## src/design/nbfr_pkg.sv

```systemverilog
// Shared types and constants of the nine-bit frame receiver.
package nbfr_pkg;

  localparam int FRAME_LEN = 5;
  localparam int COUNT_W   = $clog2(FRAME_LEN + 1);
  localparam int BYTE_W    = 8;
  localparam int CFG_IDX_W = 4;

  typedef logic [BYTE_W-1:0]    byte_t;
  typedef logic [COUNT_W-1:0]   count_t;
  typedef logic [CFG_IDX_W-1:0] cfg_idx_t;

  localparam cfg_idx_t REG_NODE_ADDR  = CFG_IDX_W'(0);
  localparam cfg_idx_t REG_BCAST_ADDR = CFG_IDX_W'(1);

  localparam byte_t NODE_ADDR_RESET  = 8'h01;
  localparam byte_t BCAST_ADDR_RESET = 8'h00;

  typedef enum logic [2:0] {
    STATUS_NONE     = 3'd0,
    STATUS_ACCEPTED = 3'd1,
    STATUS_OTHER    = 3'd2,
    STATUS_BAD_SUM  = 3'd3,
    STATUS_ERR_DROP = 3'd4
  } status_t;

  typedef struct packed {
    status_t status;
    byte_t   frame_address;
    byte_t   payload_0;
    byte_t   payload_1;
    byte_t   payload_2;
    byte_t   payload_3;
  } result_t;

endpackage

```

## src/design/nbfr_if.sv

```systemverilog
// Channel interfaces: received characters, frame results and register writes.
interface nbfr_rx_if import nbfr_pkg::*; ();
  logic  valid;
  logic  ready;
  byte_t rx_byte;
  logic  ninth_bit;
  logic  line_error;
  modport source (output valid, output rx_byte, output ninth_bit, output line_error,
                  input ready);
  modport sink (input valid, input rx_byte, input ninth_bit, input line_error,
                output ready);
endinterface

interface nbfr_res_if import nbfr_pkg::*; ();
  logic       valid;
  logic       ready;
  logic [2:0] status;
  byte_t      frame_address;
  byte_t      payload_0;
  byte_t      payload_1;
  byte_t      payload_2;
  byte_t      payload_3;
  modport source (output valid, output status, output frame_address, output payload_0,
                  output payload_1, output payload_2, output payload_3, input ready);
  modport sink (input valid, input status, input frame_address, input payload_0,
                input payload_1, input payload_2, input payload_3, output ready);
endinterface

interface nbfr_cfg_if import nbfr_pkg::*; ();
  logic     valid;
  logic     ready;
  cfg_idx_t index;
  byte_t    data;
  modport source (output valid, output index, output data, input ready);
  modport sink (input valid, input index, input data, output ready);
endinterface

```

## src/design/nbfr_frame.sv

```systemverilog
// Frame tracking: address registers, frame state and the per-character decision.
module nbfr_frame import nbfr_pkg::*; (
  input  logic     clk,
  input  logic     rst,
  input  logic     in_fire,
  input  byte_t    ch,
  input  logic     nb,
  input  logic     err,
  input  logic     cfg_we,
  input  cfg_idx_t cfg_index,
  input  byte_t    cfg_data,
  output result_t  result
);

  byte_t  node_address;
  byte_t  broadcast_address;
  logic   in_frame, in_frame_next;
  count_t byte_count, byte_count_next;
  byte_t  running_sum, running_sum_next;
  byte_t  frame_bytes [FRAME_LEN];
  logic   byte_we;
  count_t byte_idx;

  always_comb begin
    result           = '0;
    result.status    = STATUS_NONE;
    in_frame_next    = in_frame;
    byte_count_next  = byte_count;
    running_sum_next = running_sum;
    byte_we          = 1'b0;
    byte_idx         = byte_count;
    if (err) begin
      if (in_frame) begin
        result.status = STATUS_ERR_DROP;
      end
      in_frame_next    = 1'b0;
      byte_count_next  = '0;
      running_sum_next = '0;
    end else if (nb) begin
      byte_we          = 1'b1;
      byte_idx         = '0;
      running_sum_next = ch;
      byte_count_next  = COUNT_W'(1);
      in_frame_next    = 1'b1;
    end else if (in_frame) begin
      if (byte_count < COUNT_W'(FRAME_LEN)) begin
        byte_we          = 1'b1;
        running_sum_next = running_sum + ch;
        byte_count_next  = byte_count + COUNT_W'(1);
      end else begin
        // Checksum character closes the frame whatever the outcome.
        if (running_sum != ch) begin
          result.status = STATUS_BAD_SUM;
        end else if (frame_bytes[0] == node_address ||
                     frame_bytes[0] == broadcast_address) begin
          result.status = STATUS_ACCEPTED;
        end else begin
          result.status = STATUS_OTHER;
        end
        result.frame_address = frame_bytes[0];
        result.payload_0     = frame_bytes[1];
        result.payload_1     = frame_bytes[2];
        result.payload_2     = frame_bytes[3];
        result.payload_3     = frame_bytes[4];
        in_frame_next        = 1'b0;
        byte_count_next      = '0;
        running_sum_next     = '0;
      end
    end
  end

  always_ff @(posedge clk) begin
    if (rst) begin
      in_frame    <= 1'b0;
      byte_count  <= '0;
      running_sum <= '0;
    end else if (in_fire) begin
      in_frame    <= in_frame_next;
      byte_count  <= byte_count_next;
      running_sum <= running_sum_next;
    end
  end

  always_ff @(posedge clk) begin
    if (in_fire && byte_we) begin
      frame_bytes[byte_idx] <= ch;
    end
  end

  always_ff @(posedge clk) begin
    if (rst) begin
      node_address      <= NODE_ADDR_RESET;
      broadcast_address <= BCAST_ADDR_RESET;
    end else if (cfg_we) begin
      unique case (cfg_index)
        REG_NODE_ADDR:  node_address      <= cfg_data;
        REG_BCAST_ADDR: broadcast_address <= cfg_data;
        default: ;
      endcase
    end
  end

endmodule

```

## src/design/nbfr_out_queue.sv

```systemverilog
// Two-entry result register with skid slot between the frame logic and the result channel.
module nbfr_out_queue import nbfr_pkg::*; (
  input  logic    clk,
  input  logic    rst,
  input  logic    push,
  input  result_t push_data,
  output logic    can_push,
  output logic    head_valid,
  output result_t head_data,
  input  logic    pop
);

  logic    main_valid;
  logic    skid_valid;
  result_t main_data;
  result_t skid_data;

  assign can_push   = !skid_valid;
  assign head_valid = main_valid;
  assign head_data  = main_data;

  always_ff @(posedge clk) begin
    if (rst) begin
      main_valid <= 1'b0;
      skid_valid <= 1'b0;
    end else if (!main_valid || pop) begin
      if (skid_valid) begin
        main_valid <= 1'b1;
        skid_valid <= push;
      end else begin
        main_valid <= push;
      end
    end else if (push) begin
      skid_valid <= 1'b1;
    end
  end

  always_ff @(posedge clk) begin
    if (!main_valid || pop) begin
      if (skid_valid) begin
        main_data <= skid_data;
        if (push) begin
          skid_data <= push_data;
        end
      end else if (push) begin
        main_data <= push_data;
      end
    end else if (push) begin
      skid_data <= push_data;
    end
  end

endmodule

```

## src/design/ninth_bit_frame_receiver_core.sv

```systemverilog
// Top level of the nine-bit multidrop frame receiver.
//
// The receiver takes one 9-bit character per beat on rx (the low eight bits, the
// ninth bit and a line-error flag) and returns exactly one result beat on res for
// every character it takes. A character with the ninth bit set opens a frame as its
// address byte; four data bytes follow and then a checksum byte that must equal the
// 8-bit wrapping sum of the first five. On the checksum byte the result carries the
// frame and a status of accepted, other address or bad checksum; every other
// character gives status nothing, except a line error inside a frame, which gives
// error drop. The node and broadcast addresses are written on cfg (index 0 and 1,
// other indices are ignored); the user must write them only while the block is
// idle, which the block itself does not enforce. A character is decided in the
// cycle it is taken and its result is registered in the output queue before it
// appears on res; the block takes one character every cycle while the queue has
// room. A two-entry output queue lets a further character be taken while a
// finished result still waits, so rx.ready only falls once two results are held.
module ninth_bit_frame_receiver_core import nbfr_pkg::*; (
  input logic           clk,
  input logic           rst,
  nbfr_rx_if.sink       rx,
  nbfr_res_if.source    res,
  nbfr_cfg_if.sink      cfg
);

  logic    rx_fire;
  logic    can_push;
  result_t result;
  result_t head_data;

  assign rx.ready  = can_push;
  assign rx_fire   = rx.valid && rx.ready;
  assign cfg.ready = 1'b1;

  // Per-character decision and the frame state it advances.
  nbfr_frame u_frame (
    .clk       (clk),
    .rst       (rst),
    .in_fire   (rx_fire),
    .ch        (rx.rx_byte),
    .nb        (rx.ninth_bit),
    .err       (rx.line_error),
    .cfg_we    (cfg.valid && cfg.ready),
    .cfg_index (cfg.index),
    .cfg_data  (cfg.data),
    .result    (result)
  );

  // Result register and skid slot towards the consumer.
  nbfr_out_queue u_out_queue (
    .clk        (clk),
    .rst        (rst),
    .push       (rx_fire),
    .push_data  (result),
    .can_push   (can_push),
    .head_valid (res.valid),
    .head_data  (head_data),
    .pop        (res.valid && res.ready)
  );

  assign res.status        = 3'(head_data.status);
  assign res.frame_address = head_data.frame_address;
  assign res.payload_0     = head_data.payload_0;
  assign res.payload_1     = head_data.payload_1;
  assign res.payload_2     = head_data.payload_2;
  assign res.payload_3     = head_data.payload_3;

  // After every accepted character a result is held on res in the following cycle.
  a_result_follows: assert property (@(posedge clk) disable iff (rst)
    rx_fire |=> res.valid)
    else $error("no result after an accepted character");

  // Taking a character while the held result stalls fills the skid slot.
  a_skid_fills: assert property (@(posedge clk) disable iff (rst)
    (rx_fire && res.valid && !res.ready) |=> !rx.ready)
    else $error("skid slot not occupied after stalled accept");

  // Only the defined status codes appear on the result channel.
  a_status_range: assert property (@(posedge clk) disable iff (rst)
    res.valid |-> (res.status <= 3'(STATUS_ERR_DROP)))
    else $error("undefined status code on result");

  // With nothing held the receiver is ready.
  a_ready_when_empty: assert property (@(posedge clk) disable iff (rst)
    !res.valid |-> rx.ready)
    else $error("not ready while the result queue is empty");

endmodule
```

## src/flat_wrapper.sv

```systemverilog
// flat-port wrapper written by rule: the top's interface ports become plain ports
module ninth_bit_frame_receiver_core_flat import nbfr_pkg::*;
  (clk, rst, rx_valid, rx_rx_byte, rx_ninth_bit, rx_line_error, rx_ready, res_valid, res_status, res_frame_address, res_payload_0, res_payload_1, res_payload_2, res_payload_3, res_ready, cfg_valid, cfg_index, cfg_data, cfg_ready);
  nbfr_rx_if rx_i ();
  nbfr_res_if res_i ();
  nbfr_cfg_if cfg_i ();
  input logic clk;
  input logic rst;
  input wire logic [$bits(rx_i.valid)-1:0] rx_valid;
  input wire logic [$bits(rx_i.rx_byte)-1:0] rx_rx_byte;
  input wire logic [$bits(rx_i.ninth_bit)-1:0] rx_ninth_bit;
  input wire logic [$bits(rx_i.line_error)-1:0] rx_line_error;
  output wire logic [$bits(rx_i.ready)-1:0] rx_ready;
  output wire logic [$bits(res_i.valid)-1:0] res_valid;
  output wire logic [$bits(res_i.status)-1:0] res_status;
  output wire logic [$bits(res_i.frame_address)-1:0] res_frame_address;
  output wire logic [$bits(res_i.payload_0)-1:0] res_payload_0;
  output wire logic [$bits(res_i.payload_1)-1:0] res_payload_1;
  output wire logic [$bits(res_i.payload_2)-1:0] res_payload_2;
  output wire logic [$bits(res_i.payload_3)-1:0] res_payload_3;
  input wire logic [$bits(res_i.ready)-1:0] res_ready;
  input wire logic [$bits(cfg_i.valid)-1:0] cfg_valid;
  input wire logic [$bits(cfg_i.index)-1:0] cfg_index;
  input wire logic [$bits(cfg_i.data)-1:0] cfg_data;
  output wire logic [$bits(cfg_i.ready)-1:0] cfg_ready;
  assign rx_i.valid = rx_valid;
  assign rx_i.rx_byte = rx_rx_byte;
  assign rx_i.ninth_bit = rx_ninth_bit;
  assign rx_i.line_error = rx_line_error;
  assign rx_ready = rx_i.ready;
  assign res_valid = res_i.valid;
  assign res_status = res_i.status;
  assign res_frame_address = res_i.frame_address;
  assign res_payload_0 = res_i.payload_0;
  assign res_payload_1 = res_i.payload_1;
  assign res_payload_2 = res_i.payload_2;
  assign res_payload_3 = res_i.payload_3;
  assign res_i.ready = res_ready;
  assign cfg_i.valid = cfg_valid;
  assign cfg_i.index = cfg_index;
  assign cfg_i.data = cfg_data;
  assign cfg_ready = cfg_i.ready;
  ninth_bit_frame_receiver_core u_core (.clk(clk), .rst(rst), .rx(rx_i), .res(res_i), .cfg(cfg_i));
endmodule
```

## config.mk

```make
export PLATFORM = sky130hd
export DESIGN_NAME = ninth_bit_frame_receiver_core_flat
export DESIGN_NICKNAME = d
export VERILOG_FILES = /design/src/design/nbfr_pkg.sv /design/src/design/nbfr_if.sv /design/src/design/nbfr_frame.sv /design/src/design/nbfr_out_queue.sv /design/src/design/ninth_bit_frame_receiver_core.sv /design/src/flat_wrapper.sv
export SDC_FILE = /design/constraint.sdc
export NUM_CORES = 1
export LEC_CHECK = 0
export BUFFER_PORTS_ARGS = -buffer_cell sky130_fd_sc_hd__buf_2
export CORE_MARGIN = 4
export CORE_UTILIZATION = 35
export DETAILED_ROUTE_END_ITERATION = 16
export PLACE_DENSITY_LB_ADDON = 0.25
export SLEW_MARGIN = 20
export SYNTH_ARGS = -nofsm -noshare
export SYNTH_HDL_FRONTEND = slang
export SYNTH_SLANG_ARGS = --single-unit
```

## constraint.sdc

```tcl
create_clock -name clk -period 3.36 [get_ports clk]
set_clock_uncertainty 0.15 [all_clocks]
set_input_delay 0.336 -clock clk [delete_from_list [all_inputs] [get_ports clk]]
set_output_delay 0.336 -clock clk [all_outputs]
set_load 0.01 [all_outputs]
```

==> results by group <==
Setup path
  – Critical-path maximum fanout: 3
  – Critical path cell sequence: ha_1 -> fa_1 -> a211oi_1 -> o21bai_1 -> a21oi_1 -> nor4b_2 -> a311o_1
  – Max incr delay on CP: about 0.45 ns
  – Critical Path Sink Type: register
  – Slowest-stage cell, CP: fa_1
  – CP bufs+invs: 0
  – WP data arrival: ~2.4 ns
  – Cell family with most CP delay: compound AO/OA/AOI/OAI gates
  – Worst endpoint required time: around 3.5 ns
  – Critical Path Start Type: register
  – Critical path class: reg2reg

Global route
  – Vias in the first global route: 3908
  – All-Layer GR Usage: 12.6%
  – Initial antenna violation count: 0
  – GRT overflow: 0
  – Largest net degree at the start of global routing: between 40 and 50
  – Global-route wire length before repair: between 20 and 25 mm

Timing
  – Worst-margin pin slew: 0.804 ns
  – Endpoints failing setup: 0
  – Fmax: between 400 and 500 MHz
  – Setup TNS: 0 ns
  – Min Clock Period, post-route: 2.22 ns
  – Final Hold Fails: 0
  – Slew Viols, Final: 0
  – RSZ-0062 raised after global routing: no
  – Max-slew headroom: between 40% and 50%
  – Hold slack: around 0.027 ns
  – Fin crit share: around 66%

Clock network
  – Htree depth: 4
  – Postcts setup bufs: 0
  – Clk buf depth: 2
  – Num CTS Buffers: 17
  – TritonCTS clock tree: built
  – Clk Latency, worst-skew pair: about 0.42 ns
  – CTS root buffer: clkbuf_16
  – Sink Count: 156
  – Reg clk slew, reported paths: 0.06 ns

Placement
  – Buffers on Ports: approximately 70
  – Final GP Congestion: just over 0.8
  – HPWL Detailed: approximately 8.9 mm

Die
  – Top Ports: between 70 and 80
  – Die area: 21400 sq um
  – Die width: about 150 microns
  – # rows: 50
  – DIE HEIGHT: ~150 microns
  – Core region area: 18800 sq um
  – Starting density of the core: between 30% and 40%

Yosys
  – Yosys top cell by area: edfxtp_1
  – Mapped Cells: between 400 and 500
  – Ys Warns: 0
  – Synth Area per Inst: about 16 sq um
  – Sequential area share after synthesis: ~66%
  – Top-count cell post-synth: edfxtp_1
  – Seq cells post-synth: about 160
  – Unique masters post-synth: 52
  – Post-synth EDFFs: between 100 and 150
  – Post-synth top cells: 126 x edfxtp_1, 39 x and2_4, 39 x mux2_4, 30 x dfxtp_1, 29 x nor2_1
  – Post-synthesis async set-or-reset flop share: 0%
  – Synth top area share: a little under three fifths
  – Ys flop type: edfxtp_1
  – Syn nets: approximately 470
  – Post-Syn Area: 6690 sq um
  – Top cells by area, synth: edfxtp_1 57%, dfxtp_1 9.0%, mux2_4 8.8%, and2_4 5.1%, mux2i_1 2.4%

Drt
  – Remaining DRCs: 0
  – Pre-antenna DRT Iters: 6
  – Routed Wire Length: about 13 mm
  – Routed Antenna Nets: 0
  – Via density: roughly 4.8
  – Post-DR wirelength/cell: between 15 and 20 microns
  – Routed via count: 3649
  – DR iter-0 viols: 179

Finish
  – Nets: between 500 and 600
  – Ratio of cells with drive above 1 in the final layout: a little under two fifths
  – Area growth syn-to-layout: 18.3%
  – Ant diodes: 0

Pwr
  – Clock power share: 45.4%
  – Power Internal: 3390 uW
  – Lkg Pwr: about 0.0032 uW
  – Comb pwr share: 5.0%
  – PwrDens: 548 nW/um^2
  – Sw Ratio: 21.8%
  – VDD IR-drop max: 0.340 mV
  – Sequential power share: between 40% and 50%
  – Sw power: approximately 950 uW

Outcome
  – Status: finished clean

Run
  – Max-Cap Viols: 0

Min path
  – Hold crit path type: in2reg
==> path summary, 6_finish.rpt <==
path	from	slack, ns	end	cells after the start
setup / recovery	u_core.u_frame.running_sum[0]	1.14	u_core.u_frame.running_sum[6]	7
hold / removal	cfg_data[2]	0.03	u_core.u_frame.node_address[2]	3
setup reg to reg	u_core.u_frame.running_sum[0]	1.14	u_core.u_frame.running_sum[6]	7
hold reg to reg	u_core.u_frame.running_sum[4]	0.33	u_core.u_frame.running_sum[4]	2
==> tightest hold or removal path: cells and delay by family <==
kind	cells	cell delay [ns]
buffers and inverters	1	0.09
and+or+nand+nor	1	0.07
muxes	1	0.06
==> power groups by stage <==
stage | registers [uW] | logic [uW] | clock network, uW
3_5_place_dp | 2190 | 221 | 0
2_1_floorplan | 2200 | 112 | 0
4_1_cts | 2150 | 224 | 2020
6_report | 2150 | 219 | 1970
5_1_grt | 2150 | 241 | 2110
3_3_place_gp | 2190 | 215 | 0
==> registers in the layout (all words and copies together) (netlist names) <==
register,cells
u_core.u_out_queue.head_data,43
u_core.u_out_queue.skid_data,43
u_core.u_frame.frame_bytes,40
u_core.u_frame.broadcast_address,8
u_core.u_frame.node_address,8
u_core.u_frame.running_sum,8
u_core.u_frame.byte_count,3
u_core.u_frame.in_frame,1
u_core.u_out_queue.head_valid,1
u_core.u_out_queue.skid_valid,1
==> layout by cell type (no fill, tap or decap), types with 5 or more instances in the layout <==
master / n
clkbuf_16: 17
dfxtp_1: 30
and2_4: 39
ha_1: 8
a31oi_1: 5
nand2_1: 15
nor2_1: 28
mux2i_1: 16
buf_2: 71
a21oi_1: 9
o21ai_0: 7
xor2_1: 17
mux2_4: 39
nand3_1: 11
edfxtp_1: 126
nor4_1: 5
==> area by class of cell <==
type                       count  area (sq um)
tap                          234           293
clock inverter                15           186
multi-input combinational    256          2180
sequential                   156          4380
timing repair buffer          79           435
fill                        1734         10900
clock buffer                  17           425
inverter                       2          7.51
==> stage by stage <==
stage	util [%]	instances	power (uW)	instance area, sq um	setup slack, ns
floorplan	-	430	2320	6690	0.434
global placement	38.8	724	2400	7270	0.987
detailed placement	38.8	724	2410	7270	0.923
CTS	42.2	759	4390	7920	1.14
global route	42.2	759	4500	7920	1.01
finish	42.2	759	4340	7920	1.14
==> layer usage <==
layer  up-vias  part of all wire [%]  GRT usage (%)
met5         -                     0              0
met4         0                   2.8           5.50
met3        21                   3.9           3.91
met2        82                    49           20.9
met1      1784                    44           15.1
li1       1762                     -              -
==> logic make-up after synthesis <==
family	share of synthesized area [%]
xor+xnor	2.62
compound gates	4.26
fa+ha+maj	1.80
mux	11.8
flops	65.5
other cells	0.0561
simple gates	12.0
buf+inv	1.95
==> repair_timing <==
| item | in CTS | in global routing |
|---|---|---|
| hold buffers | 3 | 0 |
| endpoints found under the hold margin | 4 | 0 |
| resized for setup | 0 | 0 |
(Power assumes the default switching activity.)
